$ cat src/rtl/pmd_pkg.sv
// Package: widths, constants, register codes and control types of the PID drive.
`timescale 1ns / 1ps
package pmd_pkg;

  localparam int SAMPLE_BITS = 12;
  localparam int SUM_BITS    = 32;

  localparam int CFG_W      = 14;
  localparam int CFG_DATA_W = (SAMPLE_BITS > CFG_W) ? SAMPLE_BITS : CFG_W;
  localparam int ERR_W      = SAMPLE_BITS + 1;
  localparam int DIFF_W     = ERR_W + 1;
  localparam int DUTY_W     = 16;
  localparam int DVSR_W     = 21;
  localparam int DIV_W      = SUM_BITS;
  localparam int DIV_CNT_W  = $clog2(DIV_W);
  localparam int QINT_W     = SUM_BITS - 5;
  localparam int BRK_W      = ((QINT_W > ERR_W) ? QINT_W : ERR_W) + 2;
  localparam int PROD_W     = BRK_W + CFG_W + 1;

  localparam int DUTY_MAX    = 65000;
  localparam int INT_SCALE   = 100;
  localparam int DELTA_SCALE = 10;

  localparam logic [SAMPLE_BITS-1:0] TARGET_RST = SAMPLE_BITS'((1 << SAMPLE_BITS) / 2);
  localparam logic [CFG_W-1:0]       GAIN_RST   = CFG_W'(50);
  localparam logic [CFG_W-1:0]       TI_RST     = CFG_W'(20);
  localparam logic [CFG_W-1:0]       TD_RST     = CFG_W'(10);

  typedef logic [SAMPLE_BITS-1:0] sample_t;
  typedef logic [DUTY_W-1:0]      duty_t;
  typedef logic [CFG_DATA_W-1:0]  cfg_data_t;

  typedef enum logic [1:0] {
    REG_TARGET = 2'd0,
    REG_GAIN   = 2'd1,
    REG_TI     = 2'd2,
    REG_TD     = 2'd3
  } cfg_idx_e;

  typedef struct packed {
    logic load;      // take the sample, update sum and last error
    logic div_start; // launch the shared divider
    logic div_der;   // divider operands: 0 integral, 1 derivative
    logic cap_int;
    logic cap_der;
    logic add;
    logic mul;
    logic out_load;
  } cmd_t;

  typedef struct packed {
    logic div_done;
  } status_t;

endpackage

$ cat src/rtl/pmd_in_if.sv
// Input channel: one ADC sample item per handshake.
`timescale 1ns / 1ps
interface pmd_in_if;
  logic               valid;
  logic               ready;
  pmd_pkg::sample_t   adc_sample;

  modport source (output valid, output adc_sample, input ready);
  modport sink   (input valid, input adc_sample, output ready);
endinterface

$ cat src/rtl/pmd_out_if.sv
// Output channel: one pair of PWM duties per handshake.
`timescale 1ns / 1ps
interface pmd_out_if;
  logic             valid;
  logic             ready;
  pmd_pkg::duty_t   duty_reverse;
  pmd_pkg::duty_t   duty_forward;

  modport source (output valid, output duty_reverse, output duty_forward, input ready);
  modport sink   (input valid, input duty_reverse, input duty_forward, output ready);
endinterface

$ cat src/rtl/pmd_div.sv
// Shared restoring divider: unsigned, one quotient bit per cycle.
`timescale 1ns / 1ps
module pmd_div (
  input  logic                                 clk_i,
  input  logic                                 rst_ni,
  input  logic                                 start_i,
  input  logic [pmd_pkg::DIV_W-1:0]            dividend_i,
  input  logic [pmd_pkg::DVSR_W-1:0]           divisor_i,
  output logic                                 done_o,
  output logic [pmd_pkg::DIV_W-1:0]            quotient_o
);
  import pmd_pkg::*;

  logic                 busy_q, done_q;
  logic [DIV_CNT_W-1:0] cnt_q;
  logic [DVSR_W-1:0]    rem_q, dvsr_q;
  logic [DIV_W-1:0]     quo_q;
  logic [DVSR_W:0]      shifted;
  logic [DVSR_W+1:0]    trial;
  logic                 ge;

  assign shifted = {rem_q, quo_q[DIV_W-1]};
  assign trial   = {1'b0, shifted} - {2'b00, dvsr_q};
  assign ge      = ~trial[DVSR_W+1];

  always_ff @(posedge clk_i or negedge rst_ni) begin
    if (!rst_ni) begin
      busy_q <= 1'b0;
      done_q <= 1'b0;
      cnt_q  <= '0;
    end else begin
      done_q <= 1'b0;
      if (start_i) begin
        busy_q <= 1'b1;
        cnt_q  <= '0;
      end else if (busy_q) begin
        cnt_q <= cnt_q + 1'b1;
        if (cnt_q == DIV_CNT_W'(DIV_W - 1)) begin
          busy_q <= 1'b0;
          done_q <= 1'b1;
        end
      end
    end
  end

  always_ff @(posedge clk_i) begin
    if (start_i) begin
      rem_q  <= '0;
      quo_q  <= dividend_i;
      dvsr_q <= divisor_i;
    end else if (busy_q) begin
      quo_q <= {quo_q[DIV_W-2:0], ge};
      rem_q <= ge ? trial[DVSR_W-1:0] : shifted[DVSR_W-1:0];
    end
  end

  assign done_o     = done_q;
  assign quotient_o = quo_q;

endmodule

$ cat src/rtl/pmd_datapath.sv
// Datapath: settings, loop state, divider operands, PID sum, gain product and duty clip.
`timescale 1ns / 1ps
module pmd_datapath (
  input  logic                 clk_i,
  input  logic                 rst_ni,
  input  logic                 cfg_we_i,
  input  pmd_pkg::cfg_idx_e    cfg_idx_i,
  input  pmd_pkg::cfg_data_t   cfg_data_i,
  input  pmd_pkg::sample_t     adc_sample_i,
  input  pmd_pkg::cmd_t        cmd_i,
  output pmd_pkg::status_t     status_o,
  output pmd_pkg::duty_t       duty_reverse_o,
  output pmd_pkg::duty_t       duty_forward_o
);
  import pmd_pkg::*;

  localparam logic signed [PROD_W-1:0] DutyLim = PROD_W'(DUTY_MAX);

  logic [SAMPLE_BITS-1:0]    target_q;
  logic [CFG_W-1:0]          gain_q, ti_q, td_q;

  logic signed [SUM_BITS-1:0] sum_q, sum_d;
  logic signed [ERR_W-1:0]    last_q, err_q, err_d;
  logic signed [DIFF_W-1:0]   diff_q;
  logic [DVSR_W-1:0]          divi_q, divd_q;
  logic signed [QINT_W-1:0]   qint_q;
  logic signed [DIFF_W-1:0]   qder_q;
  logic signed [BRK_W-1:0]    brk_q;
  logic signed [PROD_W-1:0]   prod_q;
  duty_t                      rev_q, fwd_q;

  logic signed [SUM_BITS:0]   sum_ext;
  logic [CFG_W-1:0]           ti_eff, td_eff;
  logic                       sum_neg, diff_neg;
  logic [DIV_W-1:0]           sum_mag;
  logic [DIFF_W-1:0]          diff_mag;
  logic [DIV_W-1:0]           dividend;
  logic [DVSR_W-1:0]          divisor;
  logic                       div_done;
  logic [DIV_W-1:0]           quotient;
  logic signed [PROD_W-1:0]   neg_prod;
  logic signed [CFG_W:0]      gain_s;

  // error and saturating sum for the incoming sample
  assign err_d   = $signed({1'b0, target_q}) - $signed({1'b0, adc_sample_i});
  assign sum_ext = (SUM_BITS+1)'(sum_q) + (SUM_BITS+1)'(err_d);
  always_comb begin
    if (sum_ext[SUM_BITS] != sum_ext[SUM_BITS-1]) begin
      sum_d = sum_ext[SUM_BITS] ? {1'b1, {(SUM_BITS-1){1'b0}}} : {1'b0, {(SUM_BITS-1){1'b1}}};
    end else begin
      sum_d = sum_ext[SUM_BITS-1:0];
    end
  end

  // a zero divisor acts as one
  assign ti_eff = (ti_q == '0) ? CFG_W'(1) : ti_q;
  assign td_eff = (td_q == '0) ? CFG_W'(1) : td_q;

  // nested truncating divisions fold into one by the product of divisors
  assign sum_neg  = sum_q[SUM_BITS-1];
  assign diff_neg = diff_q[DIFF_W-1];
  assign sum_mag  = sum_neg ? DIV_W'(-sum_q) : DIV_W'(sum_q);
  assign diff_mag = diff_neg ? DIFF_W'(-diff_q) : DIFF_W'(diff_q);
  assign dividend = cmd_i.div_der ? DIV_W'(diff_mag) : sum_mag;
  assign divisor  = cmd_i.div_der ? divd_q : divi_q;

  pmd_div u_div (
    .clk_i      (clk_i),
    .rst_ni     (rst_ni),
    .start_i    (cmd_i.div_start),
    .dividend_i (dividend),
    .divisor_i  (divisor),
    .done_o     (div_done),
    .quotient_o (quotient)
  );

  assign status_o.div_done = div_done;
  assign gain_s   = $signed({1'b0, gain_q});
  assign neg_prod = -prod_q;

  always_ff @(posedge clk_i or negedge rst_ni) begin
    if (!rst_ni) begin
      target_q <= TARGET_RST;
      gain_q   <= GAIN_RST;
      ti_q     <= TI_RST;
      td_q     <= TD_RST;
      sum_q    <= '0;
      last_q   <= '0;
    end else begin
      if (cfg_we_i) begin
        case (cfg_idx_i)
          REG_TARGET: target_q <= cfg_data_i[SAMPLE_BITS-1:0];
          REG_GAIN:   gain_q   <= cfg_data_i[CFG_W-1:0];
          REG_TI:     ti_q     <= cfg_data_i[CFG_W-1:0];
          REG_TD:     td_q     <= cfg_data_i[CFG_W-1:0];
          default:    ;
        endcase
      end
      if (cmd_i.load) begin
        sum_q  <= sum_d;
        last_q <= err_d;
      end
    end
  end

  always_ff @(posedge clk_i) begin
    if (cmd_i.load) begin
      err_q  <= err_d;
      diff_q <= DIFF_W'(err_d) - DIFF_W'(last_q);
      divi_q <= DVSR_W'(ti_eff * INT_SCALE);
      divd_q <= DVSR_W'(td_eff * DELTA_SCALE);
    end
    if (cmd_i.cap_int) begin
      qint_q <= sum_neg ? -QINT_W'(quotient) : QINT_W'(quotient);
    end
    if (cmd_i.cap_der) begin
      qder_q <= diff_neg ? -DIFF_W'(quotient) : DIFF_W'(quotient);
    end
    if (cmd_i.add) begin
      brk_q <= BRK_W'(err_q) + BRK_W'(qint_q) + BRK_W'(qder_q);
    end
    if (cmd_i.mul) begin
      prod_q <= gain_s * brk_q;
    end
    if (cmd_i.out_load) begin
      if (prod_q < 0) begin
        rev_q <= (prod_q < -DutyLim) ? DUTY_W'(DUTY_MAX) : neg_prod[DUTY_W-1:0];
        fwd_q <= '0;
      end else begin
        rev_q <= '0;
        fwd_q <= (prod_q > DutyLim) ? DUTY_W'(DUTY_MAX) : prod_q[DUTY_W-1:0];
      end
    end
  end

  assign duty_reverse_o = rev_q;
  assign duty_forward_o = fwd_q;

endmodule

$ cat src/rtl/pmd_ctrl.sv
// Controller: sequences one item through load, two divisions, sum, product and output.
`timescale 1ns / 1ps
module pmd_ctrl (
  input  logic               clk_i,
  input  logic               rst_ni,
  input  logic               in_valid_i,
  output logic               in_ready_o,
  output logic               out_valid_o,
  input  logic               out_ready_i,
  input  pmd_pkg::status_t   status_i,
  output pmd_pkg::cmd_t      cmd_o
);
  import pmd_pkg::*;

  typedef enum logic [2:0] {
    S_IDLE, S_STI, S_WI, S_STD, S_WD, S_ADD, S_MUL, S_OUT
  } state_e;

  state_e state_q;
  logic   out_valid_q;
  logic   out_free;

  assign in_ready_o  = (state_q == S_IDLE);
  assign out_valid_o = out_valid_q;
  assign out_free    = ~out_valid_q | out_ready_i;

  always_comb begin
    cmd_o           = '0;
    cmd_o.load      = in_valid_i & (state_q == S_IDLE);
    cmd_o.div_start = (state_q == S_STI) | (state_q == S_STD);
    cmd_o.div_der   = (state_q == S_STD) | (state_q == S_WD);
    cmd_o.cap_int   = (state_q == S_WI) & status_i.div_done;
    cmd_o.cap_der   = (state_q == S_WD) & status_i.div_done;
    cmd_o.add       = (state_q == S_ADD);
    cmd_o.mul       = (state_q == S_MUL);
    cmd_o.out_load  = (state_q == S_OUT) & out_free;
  end

  always_ff @(posedge clk_i or negedge rst_ni) begin
    if (!rst_ni) begin
      state_q     <= S_IDLE;
      out_valid_q <= 1'b0;
    end else begin
      // load a new result as the held one leaves; otherwise drop it once taken
      if ((state_q == S_OUT) && out_free) begin
        out_valid_q <= 1'b1;
      end else if (out_valid_q && out_ready_i) begin
        out_valid_q <= 1'b0;
      end
      case (state_q)
        S_IDLE: if (in_valid_i) state_q <= S_STI;
        S_STI:  state_q <= S_WI;
        S_WI:   if (status_i.div_done) state_q <= S_STD;
        S_STD:  state_q <= S_WD;
        S_WD:   if (status_i.div_done) state_q <= S_ADD;
        S_ADD:  state_q <= S_MUL;
        S_MUL:  state_q <= S_OUT;
        S_OUT: begin
          if (out_free) begin
            state_q <= S_IDLE;
          end
        end
        default: state_q <= S_IDLE;
      endcase
    end
  end

endmodule

$ cat src/rtl/pid_motor_drive_split_pwm_unit.sv
// PID motor drive, top level: one ADC sample in, forward and reverse PWM duties out.
// Each sample passes through the integral and derivative divisions of the shared divider,
// then sum, gain product and output; a new sample is taken only once the duty item is loaded.
// A finished duty item waits in the output register while the next sample is taken.
// Reset (async, active low) sets target 2048, gain 50, integral 20, derivative 10,
// and clears the error sum, last error and output valid.
`timescale 1ns / 1ps
module pid_motor_drive_split_pwm_unit (
  input  logic               clk_i,
  input  logic               rst_ni,
  input  logic               cfg_we_i,
  input  pmd_pkg::cfg_idx_e  cfg_idx_i,
  input  pmd_pkg::cfg_data_t cfg_data_i,
  pmd_in_if.sink             sample_i,
  pmd_out_if.source          result_o
);
  import pmd_pkg::*;

  cmd_t    cmd;
  status_t status;

  pmd_ctrl u_ctrl (
    .clk_i       (clk_i),
    .rst_ni      (rst_ni),
    .in_valid_i  (sample_i.valid),
    .in_ready_o  (sample_i.ready),
    .out_valid_o (result_o.valid),
    .out_ready_i (result_o.ready),
    .status_i    (status),
    .cmd_o       (cmd)
  );

  pmd_datapath u_dp (
    .clk_i          (clk_i),
    .rst_ni         (rst_ni),
    .cfg_we_i       (cfg_we_i),
    .cfg_idx_i      (cfg_idx_i),
    .cfg_data_i     (cfg_data_i),
    .adc_sample_i   (sample_i.adc_sample),
    .cmd_i          (cmd),
    .status_o       (status),
    .duty_reverse_o (result_o.duty_reverse),
    .duty_forward_o (result_o.duty_forward)
  );

endmodule

$ cat src/flat_wrapper.sv
// flat-port wrapper written by rule: the top's interface ports become plain ports
module pid_motor_drive_split_pwm_unit_flat import pmd_pkg::*;
  (clk_i, rst_ni, cfg_we_i, cfg_idx_i, cfg_data_i, sample_i_valid, sample_i_adc_sample, sample_i_ready, result_o_valid, result_o_duty_reverse, result_o_duty_forward, result_o_ready);
  pmd_in_if sample_i_i ();
  pmd_out_if result_o_i ();
  input  logic clk_i;
  input  logic rst_ni;
  input  logic cfg_we_i;
  input  pmd_pkg::cfg_idx_e cfg_idx_i;
  input  pmd_pkg::cfg_data_t cfg_data_i;
  input wire logic [$bits(sample_i_i.valid)-1:0] sample_i_valid;
  input wire logic [$bits(sample_i_i.adc_sample)-1:0] sample_i_adc_sample;
  output wire logic [$bits(sample_i_i.ready)-1:0] sample_i_ready;
  output wire logic [$bits(result_o_i.valid)-1:0] result_o_valid;
  output wire logic [$bits(result_o_i.duty_reverse)-1:0] result_o_duty_reverse;
  output wire logic [$bits(result_o_i.duty_forward)-1:0] result_o_duty_forward;
  input wire logic [$bits(result_o_i.ready)-1:0] result_o_ready;
  assign sample_i_i.valid = sample_i_valid;
  assign sample_i_i.adc_sample = sample_i_adc_sample;
  assign sample_i_ready = sample_i_i.ready;
  assign result_o_valid = result_o_i.valid;
  assign result_o_duty_reverse = result_o_i.duty_reverse;
  assign result_o_duty_forward = result_o_i.duty_forward;
  assign result_o_i.ready = result_o_ready;
  pid_motor_drive_split_pwm_unit u_core (.clk_i(clk_i), .rst_ni(rst_ni), .cfg_we_i(cfg_we_i), .cfg_idx_i(cfg_idx_i), .cfg_data_i(cfg_data_i), .sample_i(sample_i_i), .result_o(result_o_i));
endmodule
$ cat config.mk
export PLATFORM = sky130hd
export DESIGN_NAME = pid_motor_drive_split_pwm_unit_flat
export DESIGN_NICKNAME = d
export VERILOG_FILES = /design/src/rtl/pmd_pkg.sv /design/src/rtl/pmd_in_if.sv /design/src/rtl/pmd_out_if.sv /design/src/rtl/pmd_div.sv /design/src/rtl/pmd_datapath.sv /design/src/rtl/pmd_ctrl.sv /design/src/rtl/pid_motor_drive_split_pwm_unit.sv /design/src/flat_wrapper.sv
export SDC_FILE = /design/constraint.sdc
export NUM_CORES = 2
export LEC_CHECK = 0
export ABC_CLOCK_PERIOD_IN_PS = 19000
export BUFFER_PORTS_ARGS = -buffer_cell sky130_fd_sc_hd__buf_2
export CAP_MARGIN = 10
export CELL_PAD_IN_SITES_DETAIL_PLACEMENT = 0
export CELL_PAD_IN_SITES_GLOBAL_PLACEMENT = 2
export CORE_MARGIN = 8
export CORE_UTILIZATION = 46
export DETAILED_ROUTE_END_ITERATION = 10
export PLACE_DENSITY_LB_ADDON = 0.1
export SYNTH_ARGS = -nofsm -noshare
export SYNTH_HDL_FRONTEND = slang
export SYNTH_SLANG_ARGS = --single-unit
$ cat constraint.sdc
create_clock -name clk_i -period 19 [get_ports clk_i]
set_input_delay 1.9 -clock clk_i [delete_from_list [all_inputs] [get_ports clk_i]]
set_output_delay 1.9 -clock clk_i [all_outputs]
set_load 0.005 [all_outputs]
==> results.py <==
metrics = {
    "synth": {
        "yosysWarnings": 0,
        "async_flop_share_pct": 28.1,
        "syn_inst": 3874,
        "synth-edff-count": 261,
        "synth_area_um2": 38300,
        "yosysUniqueCellTypes": 82,
        "ys_seq_elements": 392,
        "ys.flop_type": "edfxtp_1",
        "synth_seq_area_share_pct": 28.8,
        "avgSynthCellArea_um2": 9.88,
        "syn_nets": 4608,
    },
    "critical_path": {
        "crit_arrival_ns": 8.16,
        "timing.reg2reg.setup_slack_ns": 11.18,
        "reg2reg_to": "u_core.u_dp.prod_q[42]",
        "endpoint_kind": "flop",
        "worstSetupPathType": "flop to flop",
        "crit_required_ns": 19.33,
        "reg2reg_depth": 20,
        "cp_max_fo": 30,
        "startpoint_type": "flop",
        "reg2reg_from": "u_core.u_dp.gain_q[8]",
    },
    "clocking": {
        "clock_sinks": 392,
        "h-tree-depth": 2,
        "root_buffer": "clkbuf_16",
        "tritoncts": "yes",
        "postCtsSetupBuffers": 0,
        "clk_pin_slew_ns": 0.06,
        "cts_resized": 0,
        "cts_made_buffers": 47,
        "ctsLongestPathBuffers": 3,
        "cts_hold_buf": 0,
        "clk_latency_ns": 0.60,
    },
    "run": {
        "max_cap_viol_count": 0,
    },
    "detailed_routing": {
        "antenna_left": 0,
        "routed_via_density": 5.27,
        "via_count": 26216,
        "first_iter_violations": 1165,
        "firstDrtPassIters": 5,
        "drc": 0,
        "wl_per_cell_um": 18.1,
        "routed_wl_mm": 90.1,
    },
    "cells_and_area": {
        "fill_cells": 7614,
        "areaGrowthSynthToFinish_pct": 7.77,
        "drive_gt1_share_pct": 7.48,
        "diodes": 0,
        "final_cell_mix": "inv_1, fa_1, nand2_1, ha_1, and2_1",
        "final_common_cell": "inv_1",
        "fin_nets": 4599,
    },
    "grt": {
        "track_usage_pct": 19.3,
        "antenna_found_initial": 3,
        "grt_first_pass_wirelength_mm": 148,
        "gr-total-overflow": 0,
        "grt_start_max_net_pins": 71,
        "grt_pass1_vias": 27237,
    },
    "die": {
        "core_um2": 82200,
        "start_util_pct": 46.5,
        "core.rowCount": 105,
        "die_h_um": 304,
        "die_w_um": 304,
        "die_area_um2": 92700,
        "num_io_pins": 67,
    },
    "sta": {
        "max_freq_mhz": 128,
        "rsz0062_at_grt": "false",
        "finalCritPeriodShare_pct": 41.2,
        "timing_hold_violations_final": 0,
        "finalSetupTns_ns": 0,
        "min_period_ns": 7.82,
        "worst_slack_ns": 11.18,
        "slew_violations": 0,
        "slew_headroom_pct": 23.1,
        "worstMarginPinSlew_ns": 1.15,
        "finClkSkew_ns": 0.0212,
        "setup_viol": 0,
    },
    "placement": {
        "gp_congestion": 0.847,
        "pre_cts_slack_ns": 11.19,
        "hpwl_mm": 71.1,
        "port_buffers": 66,
    },
    "worst_hold_path": {
        "holdPathEnd": "u_core.u_dp.u_div.rem_q[19]",
        "worst_hold_path_type": "flop to flop",
        "hp-start": "u_core.u_dp.u_div.rem_q[18]",
        "worstHoldPathCells": 2,
    },
    "status": {
        "status": "completed",
    },
}
[area by class of cell]
class | count | area (um2) | share of cell area (%)
multi-input cells | 2738 | 24500 | 59.4
flip-flops and latches | 392 | 11000 | 26.7
inverters | 593 | 2230 | 5.40
well taps | 1070 | 1340 | 3.25
clock buffers | 51 | 1210 | 2.94
repair buffers | 93 | 539 | 1.31
clock inverters | 37 | 402 | 0.974
[cell families after synthesis]
group           Yosys count  share of synthesized area (%)
simple gates           1064                           14.1
buf+inv                 744                           7.30
fa+ha+maj               707                           31.2
mux                      91                           2.62
compound gates          642                           10.6
xor+xnor                234                           5.36
flops                   392                           28.8
[metrics by stage]
step / std cells / cell area (um2) / hold WS, ns / utilization [%]
global route: 4974 / 41200 / 0.526 / 50.1
finish: 4974 / 41200 / 0.495 / 50.1
CTS: 4973 / 41200 / 0.501 / 50.1
floorplan: 3874 / 38300 / 0.456 / -
detailed placement: 4885 / 39600 / 0.489 / 48.2
global placement: 4885 / 39600 / 0.476 / 48.2
[synth_stat cells, types with 13 or more instances]
cell	number	share of area, %
nor2_1	137	1.3
nand3_1	37	0.48
or3_1	17	0.28
o31ai_1	22	0.43
nor3_1	46	0.60
o21ai_0	202	2.6
nand2_1	368	3.6
nor4_1	29	0.47
o211ai_1	18	0.35
nor2b_1	20	0.33
edfxtp_1	261	20
a21oi_1	161	2.1
and2_1	284	4.6
xor2_1	65	1.5
nand4_1	23	0.38
dfrtp_1	102	6.7
xnor2_1	169	3.9
ha_1	285	9.3
dfxtp_1	21	1.1
a21o_1	76	1.5
o21bai_1	20	0.39
a31oi_1	13	0.21
a211oi_1	16	0.31
o21a_1	22	0.43
nand2b_1	27	0.44
fa_1	416	22
mux2i_1	17	0.44
mux2_2	74	2.2
inv_1	592	5.8
and3_1	19	0.31
clkbuf_1	145	1.4
[per-layer routing]
layer  share of wire [%]  GRT usage, %  vias up
li1                    -             -    12757
met1                  48          27.4    12976
met2                  46          31.7      371
met3                 4.2          2.40      110
met4                 2.2          4.50        2
met5               0.014             0        -
[state kept, by name, summed over array words and instances (netlist names), 3 cells and up]
register,count
u_core.u_dp.brk_q,29
u_core.u_ctrl.state_q,3
u_core.u_dp.ti_q,14
u_core.u_dp.diff_q,14
u_core.u_dp.td_q,14
u_core.u_dp.target_q,12
u_core.u_dp.gain_q,14
u_core.u_dp.divi_q,19
u_core.u_dp.err_q,13
u_core.u_dp.duty_reverse_o,16
u_core.u_dp.sum_q,32
u_core.u_dp.last_q,13
u_core.u_dp.qint_q,27
u_core.u_dp.prod_q,44
u_core.u_dp.u_div.cnt_q,5
u_core.u_dp.qder_q,14
u_core.u_dp.u_div.quotient_o,32
u_core.u_dp.duty_forward_o,16
u_core.u_dp.u_div.dvsr_q,20
u_core.u_dp.u_div.rem_q,21
u_core.u_dp.divd_q,17
[worst max-delay path by stage]
stage | start | end | slack, ns | cells past startpoint
floorplan | sample_i_adc_sample[0] | u_core.u_dp.sum_q[12] | 11.56 | 23
global placement | u_core.u_dp.gain_q[8] | u_core.u_dp.prod_q[36] | 11.29 | 19
detailed placement | u_core.u_dp.gain_q[8] | u_core.u_dp.prod_q[36] | 11.19 | 19
CTS | u_core.u_dp.gain_q[8] | u_core.u_dp.prod_q[36] | 11.16 | 19
global route | u_core.u_dp.gain_q[8] | u_core.u_dp.prod_q[42] | 10.72 | 20
finish | u_core.u_dp.gain_q[8] | u_core.u_dp.prod_q[42] | 11.18 | 20
[critical path: stages (launching register included)]
cell	delay, ns
dfrtp_1	1.01
nand2_1	0.19
fa_1	0.55
fa_1	0.53
inv_1	0.05
fa_1	0.46
fa_1	0.52
fa_1	0.56
inv_1	0.06
fa_1	0.54
inv_1	0.05
ha_1	0.36
a21oi_1	0.29
o211ai_1	0.16
a211oi_1	0.45
nor4_1	0.16
o21ai_0	0.58
o21ai_0	0.30
a221oi_1	0.41
o21ai_0	0.16
xor2_1	0.16
Power is not shown: default switching activity piles up to over one toggle a cycle in this logic, so the estimate is an artifact.
